--- src/svm_pkg.sv ---
`default_nettype none
package svm_pkg;

  localparam int unsigned STORE_DEPTH = 16384;
  localparam int unsigned MEM_AW      = $clog2(STORE_DEPTH);

  localparam int unsigned ADDR_W = 14;
  // Store index plus one bit of headroom before folding.
  localparam int unsigned POS_W  = 15;
  localparam int unsigned ELEM_W = 17;
  localparam int unsigned PROD_W = 35;

  typedef enum logic [2:0] {
    ACT_WRITE  = 3'd0,
    ACT_PLAY   = 3'd1,
    ACT_STOP   = 3'd2,
    ACT_SETPOS = 3'd3,
    ACT_MIX    = 3'd4
  } action_e;

  typedef enum logic [2:0] {
    REG_STEP   = 3'd0,
    REG_START  = 3'd1,
    REG_END    = 3'd2,
    REG_REPEAT = 3'd3,
    REG_MODE   = 3'd4,
    REG_VOLUME = 3'd5,
    REG_LVOL   = 3'd6,
    REG_RVOL   = 3'd7
  } reg_idx_e;

  localparam int unsigned MODE_LOOP   = 0;
  localparam int unsigned MODE_16BIT  = 1;
  localparam int unsigned MODE_STSRC  = 2;
  localparam int unsigned MODE_STOUT  = 3;
  localparam int unsigned MODE_INTERP = 4;

  typedef enum logic [12:0] {
    S_IDLE  = 13'h0001,
    S_EADDR = 13'h0002,
    S_EMOD  = 13'h0004,
    S_RDW   = 13'h0008,
    S_LMUL  = 13'h0010,
    S_LADD  = 13'h0020,
    S_AVG   = 13'h0040,
    S_SMUL  = 13'h0080,
    S_SADD  = 13'h0100,
    S_ADV   = 13'h0200,
    S_AMOD  = 13'h0400,
    S_FIN   = 13'h0800,
    S_SPARE = 13'h1000
  } state_e;

  typedef struct packed {
    logic              start;
    logic [POS_W-1:0]  dividend;
    logic [ADDR_W-1:0] divisor;
  } rem_req_t;

  typedef struct packed {
    logic              busy;
    logic              done;
    logic [ADDR_W-1:0] rem;
  } rem_rsp_t;

endpackage
`default_nettype wire

--- src/svm_rem.sv ---
`default_nettype none
module svm_rem (
  input  wire logic            clk_i,
  input  wire logic            rst_ni,
  input  svm_pkg::rem_req_t    req_i,
  output svm_pkg::rem_rsp_t    rsp_o
);

  logic                        busy_q, done_q;
  logic [3:0]                  cnt_q;
  logic [svm_pkg::POS_W-1:0]   x_q;
  logic [svm_pkg::ADDR_W-1:0]  rem_q, div_q;
  logic [svm_pkg::POS_W-1:0]   trial;
  logic [svm_pkg::ADDR_W-1:0]  rem_d;

  // One restoring step: shift in the next dividend bit, subtract if it fits.
  always_comb begin
    trial = {rem_q, x_q[svm_pkg::POS_W-1]};
    if (trial >= {1'b0, div_q}) begin
      rem_d = svm_pkg::ADDR_W'(trial - {1'b0, div_q});
    end else begin
      rem_d = svm_pkg::ADDR_W'(trial);
    end
  end

  always_ff @(posedge clk_i or negedge rst_ni) begin
    if (!rst_ni) begin
      busy_q <= 1'b0;
      done_q <= 1'b0;
      cnt_q  <= '0;
    end else begin
      done_q <= 1'b0;
      if (req_i.start) begin
        busy_q <= 1'b1;
        cnt_q  <= '0;
      end else if (busy_q) begin
        cnt_q <= cnt_q + 4'd1;
        if (cnt_q == 4'(svm_pkg::POS_W - 1)) begin
          busy_q <= 1'b0;
          done_q <= 1'b1;
        end
      end
    end
  end

  always_ff @(posedge clk_i) begin
    if (req_i.start) begin
      x_q   <= req_i.dividend;
      div_q <= req_i.divisor;
      rem_q <= '0;
    end else if (busy_q) begin
      x_q   <= x_q << 1;
      rem_q <= rem_d;
    end
  end

  assign rsp_o.busy = busy_q;
  assign rsp_o.done = done_q;
  assign rsp_o.rem  = rem_q;

endmodule
`default_nettype wire

--- config.mk ---
export PLATFORM = sky130hd
export DESIGN_NAME = svm_rem
export DESIGN_NICKNAME = d
export VERILOG_FILES = /design/src/svm_pkg.sv /design/src/svm_rem.sv
export SDC_FILE = /design/constraint.sdc
export NUM_CORES = 1
export LEC_CHECK = 0
export ABC_CLOCK_PERIOD_IN_PS = 2020
export BUFFER_PORTS_ARGS = -buffer_cell sky130_fd_sc_hd__buf_2
export CAP_MARGIN = 30
export CORE_AREA = 2 2 77 79
export DETAILED_ROUTE_END_ITERATION = 8
export DIE_AREA = 0 0 79 81
export PLACE_DENSITY = 0.74
export SLEW_MARGIN = 20
export SYNTH_ARGS = -nofsm -noshare
export SYNTH_HDL_FRONTEND = slang
export SYNTH_SLANG_ARGS = --single-unit
--- constraint.sdc ---
create_clock -name clk_i -period 2.02 [get_ports clk_i]
set_input_delay 0.202 -clock clk_i [delete_from_list [all_inputs] [get_ports clk_i]]
set_output_delay 0.202 -clock clk_i [all_outputs]
set_load 0.1 [all_outputs]
# --- Yosys cells after proc, flatten, opt, wreduce, memory -nomap -nowiden ---
# Cells that the tools add are included.
totals:
  wordCells: 22
  reg_bits: 49
  out_inout_bits: 16
  in_bits: 32
classes:
  addsub: 2
  reduce_logical: 1
  mux: 11
  magnitude_cmp: 1
  eq_ne: 1
op_table:
  columns: ["op", "count"]
  rows:
  - ["$mux W15", 2]
  - ["$ge A15 B14 Y1", 1]
  - ["$mux W14", 1]
  - ["$sub A14 B14 Y14", 1]
  - ["$mux W4", 2]
  - ["$mux W1", 6]
  - ["$add A4 B1 Y4 const B", 1]
  - ["$eq A4 B4 Y1 const B", 1]
  - ["$reduce_bool A2 Y1", 1]

# --- Logic depth before layout (Yosys ltp) ---
# Gate-level depths: netlist (run 1).
depth:
  word_depth: 4
  depth_mapped: 12
  depth_no_buf: 12

# --- Worst setup path before layout (run 1) ---
# OpenSTA, ideal clock, no wires.
synth_timing:
  path_kind: "register to register"
  startpoint: "reg rem_q[2] (netlist name)"
  endpoint: "reg rem_q[6] (netlist name)"
  required_time_ps: 1934
  period_less_slack_ps: 2871
  arrival_ps: 2785
  slack_ps: -851
  setup_time_ps: 86
  stages_incl_launch_ff: 11
  n_path_buf: 1
  cell_sequence: "dfxtp_1 ha_1 a21o_1 a21oi_2 nand2_2 a31oi_2 o31ai_2 a21oi_4 buf_12 mux2i_1 a211oi_1"
synth_via:
  elab_chain_len: 2
  word_cells_on_any_way: 3
  classes_between: "1 x add/sub; 1 x order compare; 1 x mux"
synth_lines:
  columns: ["element", "line", "source"]
  rows:
  - ["from (decl)", "svm_rem.sv:12", "logic [svm_pkg::ADDR_W-1:0] rem_q, div_q;"]
  - ["from (signal assigned)", "svm_rem.sv:53", "rem_q <= rem_d;"]
  - ["$sub A14 B14 Y14 / $ge A15 B14 Y1 (equally long branches)", "svm_rem.sv:20, svm_rem.sv:19", null]
  - ["$mux W14 (*)", "svm_rem.sv:19", "if (trial >= {1'b0, div_q}) begin"]
# Mark *: on every way between the ends. The rest lies on a longest branch, timed or not.
# A chain may end at the register's enable or synchronous reset.

# --- Worst setup path after layout (run 1) ---
layout_timing:
  startpoint: "reg div_q[3] (netlist name)"
  endpoint: "reg rem_q[4] (netlist name)"
layout_via:
  elab_chain_len: 2
  word_cells_on_any_way: 3
  classes_between: "1 x add/sub; 1 x order compare; 1 x mux"
layout_lines:
  columns: ["element", "line", "source"]
  rows:
  - ["from (decl)", "svm_rem.sv:12", null]
  - ["from (signal assigned)", "svm_rem.sv:49", "div_q <= req_i.divisor;"]
  - ["$sub A14 B14 Y14 / $ge A15 B14 Y1 (equally long branches)", "svm_rem.sv:20, svm_rem.sv:19", null]
  - ["$mux W14 (*)", "svm_rem.sv:19", null]
# Marks and branches as above.

==> results of run 1 <==
[layout by cell type (no fill, tap or decap), types with 3 or more instances in the layout]
cell type and instances:
a21o_1 5, o21ai_1 3, a21oi_1 6, mux2i_1 14, ha_1 9, inv_1 16
a21oi_2 3, edfxtp_1 29, clkbuf_8 5, nand3_1 4, mux2_2 14, dfxtp_4 11
xnor2_1 7, dfrtp_1 6, buf_4 36, ha_4 7, nand2_1 13, o21ai_0 7
a211oi_1 8, xor2_1 8, nor2_1 20, inv_2 3, buf_2 47
[worst max-delay path: stages, from the launching register on]
cell	delay [ns]
edfxtp_1	0.40
inv_2	0.08
ha_4	0.22
a21o_1	0.16
a21oi_2	0.19
nand2_2	0.09
a31oi_2	0.16
o31ai_2	0.09
a21oi_4	0.19
buf_6	0.15
mux2i_1	0.21
a211oi_1	0.09
[power by group through the flow]
stage	logic, mW	clock network (mW)	registers [mW]
final	2.13	0.618	1.33
after global routing	2.28	0.674	1.35
after CTS	2.07	0.640	1.34
after detailed placement	2.00	0	1.35
after global placement	1.97	0	1.35
after floorplan	0.957	0	1.92
[through the flow]
step | util | area (µm²) | TNS, ns
after CTS | 0.611 | 3470 | -1.59
after global placement | 0.585 | 3320 | -1.46
after detailed placement | 0.585 | 3320 | -2.03
final | 0.621 | 3520 | -1.74
after floorplan | - | 2850 | -2.70
after global routing | 0.621 | 3520 | -3.83
[sequential cells by signal (all words and copies together) (netlist names)]
name / count
busy_q: 1
cnt_q: 4
div_q: 14
done_q: 1
rem_q: 14
x_q: 15
[how the worst max path moves through the flow]
stage	slack [ns]	end	start	depth (start not counted)
final	-0.15	rem_q[4]	div_q[3]	11
after global placement	-0.21	rem_q[10]	x_q[14]	12
after CTS	-0.15	rem_q[4]	div_q[6]	10
after global routing	-0.32	rem_q[4]	div_q[3]	11
after floorplan	-0.24	rem_q[7]	rem_q[5]	9
after detailed placement	-0.26	rem_q[10]	x_q[14]	12
[routing by layer]
layer | GRT usage | vias up | part of all wire
li1 | - | 1003 | -
met1 | 0.231 | 922 | 0.47
met2 | 0.291 | 44 | 0.48
met3 | 0.0400 | 7 | 0.043
met4 | 0.0759 | 0 | 0.015
met5 | 0 | - | 0
[repair_timing]
item | in CTS | in global routing
pin swaps | 15 | 6
gates resized for setup | 14 | 9
setup buffers | 2 | 1
endpoints found under the setup margin | 14 | 14
hold endpoints to repair | 6 | 0
hold buffers | 1 | 0
[layout make-up]
type                       count  area (µm²)
fill                         494        2150
multi-input combinational    158        1380
sequential                    49        1350
timing repair buffer          86         538
tap                           75        93.8
inverter                      19        71.3
clock buffer                   5        68.8
clock inverter                 3        26.3
[cell families (layout without fill, tap and decap cells)]
family	count (synthesis)	count (layout)	synth area share
and+or+nand+nor	51	51	0.0831
adders and majority gates	17	17	0.0808
AOI/OAI and AO/OA	47	47	0.132
buffers and inverters	30	113	0.0698
muxes	28	28	0.109
xor gates and xnor gates	15	15	0.0482
DFF	49	49	0.477
==> results.sh, run 1 <==
export IMPL_status="finished, violations left"
export IMPL_violations="setup timing"
export IMPL_syn_area_per_cell_um2=11.5
export IMPL_io_buffers=47
export IMPL_synth_top_cells_by_count="29 x edfxtp_1, 21 x nor2_1, 19 x inv_1"
export IMPL_syn2layout_area_growth_pct=29.2
export IMPL_die_x_um=79
export IMPL_start_util=0.480
export IMPL_synth_seq_cells=49
export IMPL_io_pins=48
export IMPL_worstSetupPathType="flip-flop to flip-flop"
export IMPL_fin_cells=395
export IMPL_synth_seq_area_share=0.477
export IMPL_power_switching_mw=1.73
export IMPL_period_needed_ns=2.17
export IMPL_routed_wl_mm=5.37
export IMPL_grt_setup_unrepaired="true"
export IMPL_hold_start="req_i[2]"
export IMPL_grt_start_max_net_pins=26
export IMPL_coreArea_mm2=0.00568
export IMPL_yosysTopAreaCellShare=0.319
export IMPL_r2r_cells=11
export IMPL_yosys_warnings=0
export IMPL_num_rows=28
export IMPL_leakage_nw=1.67
export IMPL_critPathLaunchType="flip-flop"
export IMPL_r2r_start="div_q[3]"
export IMPL_total_power_mw=4.08
export IMPL_whs_path_depth=1
export IMPL_hold_end="div_q[2]"
export IMPL_diodes=0
export IMPL_pre_cts_ws_ns=-0.259
export IMPL_synth_area_mm2=0.00273
export IMPL_holdWs_ns=0.0535
export IMPL_first_pass_iters=4
export IMPL_max_vdd_ir_drop_mv=0.828
export IMPL_finalHoldViolations=0
export IMPL_cp_arrival_ns=2.36
export IMPL_globalRouteOverflowTotal=0
export IMPL_drv_slew=0
export IMPL_swShare=0.423
export IMPL_synth_top_area_cell="edfxtp_1"
export IMPL_synth_most_common_cell="edfxtp_1"
export IMPL_root_buffer="clkbuf_8"
export IMPL_fin_skew_ns=0.0129
export IMPL_cts_buffers_inserted=5
export IMPL_setup_viol=14
export IMPL_die_height_um=81
export IMPL_p_comb_frac=0.522
export IMPL_clkSinkCount=49
export IMPL_worstPathMaxFanout=5
export IMPL_grt_pass1_vias=1903
export IMPL_drc=0
export IMPL_synth_distinct_cells=44
export IMPL_path_clk_slew_ns=0.10
export IMPL_post_route_period_util=1.07
export IMPL_grt_pass1_wl_mm=8.76
export IMPL_cts_tree="built"
export IMPL_synth_fp_nets=286
export IMPL_worst_slack_ns=-0.148
export IMPL_drt_iter0_drc=45
export IMPL_dp_cells=383
export IMPL_p_int_mw=2.35
export IMPL_gp_congestion=0.870
export IMPL_timing_rr_end="rem_q[4]"
export IMPL_synthCells=237
export IMPL_cp_required_ns=2.21
export IMPL_dp_hpwl_mm=3.94
export IMPL_end_kind="flip-flop"
export IMPL_clk_latency_ns=0.31
export IMPL_power_frac_seq=0.327
export IMPL_cts_max_level=2
export IMPL_via_count=1976
export IMPL_p_clk_frac=0.151
export IMPL_dieArea_mm2=0.00640
export IMPL_timing_slew_headroom=0.628
export IMPL_wire_per_inst_um=13.6
export IMPL_detail_route_antenna_nets=0
export IMPL_ctsLongestPathBuffers=2
export IMPL_async_flop_share=0.122
export IMPL_synth_area_leaders="edfxtp_1 32%, dfxtp_1 10%, ha_1 7.3%, mux2_2 5.8%, dfrtp_1 5.5%"
export IMPL_maxCapViolations=0
export IMPL_max_freq_mhz=461
export IMPL_synth_main_ff_cell="edfxtp_1"
export IMPL_worstHoldPathType="input port to flip-flop"
export IMPL_synth_edf_count=29
export IMPL_antenna_found_initial=0
export IMPL_fin_nets=368
export IMPL_r2r_setup_slack_ns=-0.15
export IMPL_p_per_area_mw_per_mm2=1160
export IMPL_worst_pin_slew_ns=0.558
export IMPL_post_drt_via_cell_ratio=5.00
export IMPL_grt_usage=0.179
export IMPL_drive_above_1_share=0.469
No activity file was read; power rests on OpenSTA's default activity.
==> inputs of run 2 (changes only) <==
- SETUP_SLACK_MARGIN: unset -> 0.3
==> results.sh, run 2 (synthesis gave the netlist of run 1 again) <==
export IMPL_status="finished, violations left"
export IMPL_violations="setup timing"
export IMPL_drv_slew=0
export IMPL_grt_usage=0.179
export IMPL_io_pins=48
export IMPL_io_buffers=47
export IMPL_detail_route_antenna_nets=0
export IMPL_worstSetupPathType="flip-flop to flip-flop"
export IMPL_p_per_area_mw_per_mm2=1160
export IMPL_first_pass_iters=4
export IMPL_holdWs_ns=0.0535
export IMPL_pre_cts_ws_ns=-0.259
export IMPL_critPathLaunchType="flip-flop"
export IMPL_cp_arrival_ns=2.36
export IMPL_path_cells="inv_2 > ha_4 > a21o_1 > a21oi_2 > nand2_2 > a31oi_2 > o31ai_2 > a21oi_4 > buf_6 > mux2i_1 > a211oi_1"
export IMPL_setup_viol=14
export IMPL_coreArea_mm2=0.00568
export IMPL_worstHoldPathType="input port to flip-flop"
export IMPL_diodes=0
export IMPL_path_clk_slew_ns=0.10
export IMPL_cts_buffers_inserted=5
export IMPL_r2r_start="div_q[3]"
export IMPL_largest_reg_flops=15
export IMPL_clkSinkCount=49
export IMPL_gp_congestion=0.870
export IMPL_maxCapViolations=0
export IMPL_die_height_um=81
export IMPL_regMostFlops="x_q"
export IMPL_cts_tree="built"
export IMPL_num_rows=28
export IMPL_fin_setup_tns_ns=-1.74
export IMPL_r2r_cells=11
export IMPL_grt_pass1_vias=1903
export IMPL_slowest_stage="edfxtp_1"
export IMPL_leakage_nw=1.67
export IMPL_timing_slew_headroom=0.628
export IMPL_whs_path_depth=1
export IMPL_hold_start="req_i[2]"
export IMPL_dp_hpwl_mm=3.94
export IMPL_globalRouteOverflowTotal=0
export IMPL_routed_wl_mm=5.36
export IMPL_worstPathMaxFanout=5
export IMPL_max_freq_mhz=461
export IMPL_drc=0
export IMPL_antenna_found_initial=0
export IMPL_post_route_period_util=1.07
export IMPL_cts_max_level=2
export IMPL_ctsLongestPathBuffers=2
export IMPL_start_util=0.480
export IMPL_period_needed_ns=2.17
export IMPL_timing_rr_end="rem_q[4]"
export IMPL_max_vdd_ir_drop_mv=0.828
export IMPL_via_count=1976
export IMPL_end_kind="flip-flop"
export IMPL_clk_latency_ns=0.31
export IMPL_crit_cells=11
export IMPL_cp_required_ns=2.21
export IMPL_grt_setup_unrepaired="true"
export IMPL_post_drt_via_cell_ratio=5.00
export IMPL_mostFrequentLayoutCells="46 x buf_2, 36 x buf_4, 29 x edfxtp_1"
export IMPL_total_power_mw=4.08
export IMPL_slowest_delay_ns=0.40
export IMPL_worst_pin_slew_ns=0.558
export IMPL_layout_commonest_cell="buf_2"
export IMPL_critPathTopFamily="compound AO/OA/AOI/OAI gates"
export IMPL_die_x_um=79
export IMPL_drt_iter0_drc=49
export IMPL_fin_skew_ns=0.0129
export IMPL_wire_per_inst_um=13.6
export IMPL_dieArea_mm2=0.00640
export IMPL_r2r_setup_slack_ns=-0.15
export IMPL_top_regs="x_q x15, div_q x14, rem_q x14"
export IMPL_fin_nets=368
export IMPL_grt_pass1_wl_mm=8.76
export IMPL_cp_startpoint="div_q[3]"
export IMPL_worst_slack_ns=-0.148
export IMPL_crit_path_end="rem_q[4]"
export IMPL_cp_num_buf_inv=2
export IMPL_root_buffer="clkbuf_8"
export IMPL_grt_start_max_net_pins=26
export IMPL_drive_above_1_share=0.469
export IMPL_finalHoldViolations=0
export IMPL_syn2layout_area_growth_pct=29.3
==> run 2: cell count changes in the layout (fill, tap and decap cells not counted), sizes merged <==
cell | previous run | this run
clkbuf | 5 | 6
buf | 85 | 84
==> run 2: power by group <==
group	internal, mW	switching [mW]
combinational	0.867	1.26
clock	0.252	0.366
sequential	1.23	0.0998
total	2.35	1.73
==> run 2: worst min path at each step <==
stage / endpoint / slack [ns]
after CTS: div_q[4] / 0.04
after floorplan: busy_q / -0.09
after detailed placement: cnt_q[1] / 0.03
after global routing: div_q[1] / 0.04
after global placement: cnt_q[1] / 0.03
final: div_q[2] / 0.05
==> run 2: worst reg2reg max path, delay by kind of cell, from the launching register on <==
family | cells | cell delay (ns)
DFF | 1 | 0.40
buffers and inverters | 2 | 0.23
muxes | 1 | 0.21
and+or+nand+nor | 1 | 0.09
adders and majority gates | 1 | 0.22
AOI/OAI and AO/OA | 6 | 0.91
==> run 2: through the flow <==
step,util,instance area [µm²],std cells
global placement,0.585,3320,383
CTS,0.611,3470,394
finish,0.621,3530,395
global route,0.621,3530,395
detailed placement,0.585,3320,383
floorplan,-,2850,237
==> run 2: timing repair <==
action | CTS | global route
hold endpoints to repair | 6 | 0
hold buffers | 1 | 0
endpoints found under the setup margin | 14 | 15
resized for setup | 14 | 10
pin swaps | 15 | 6
setup buffers | 2 | 1
==> run 2: layer usage <==
metal  up-vias  routed length, µm  track usage
li1       1003                  -            -
met1       922               2500        0.231
met2        44               2550        0.291
met3         7                229       0.0400
met4         0                 78       0.0759
met5         -                  0            0
==> run 2: area by class of cell <==
type,count,area [µm²]
Fill cell,493,2150
Clock inverter,3,26.3
Sequential cell,49,1350
Multi-Input combinational cell,158,1380
Inverter,19,71.3
Timing Repair Buffer,86,541
Tap cell,75,93.8
Clock buffer,5,68.8
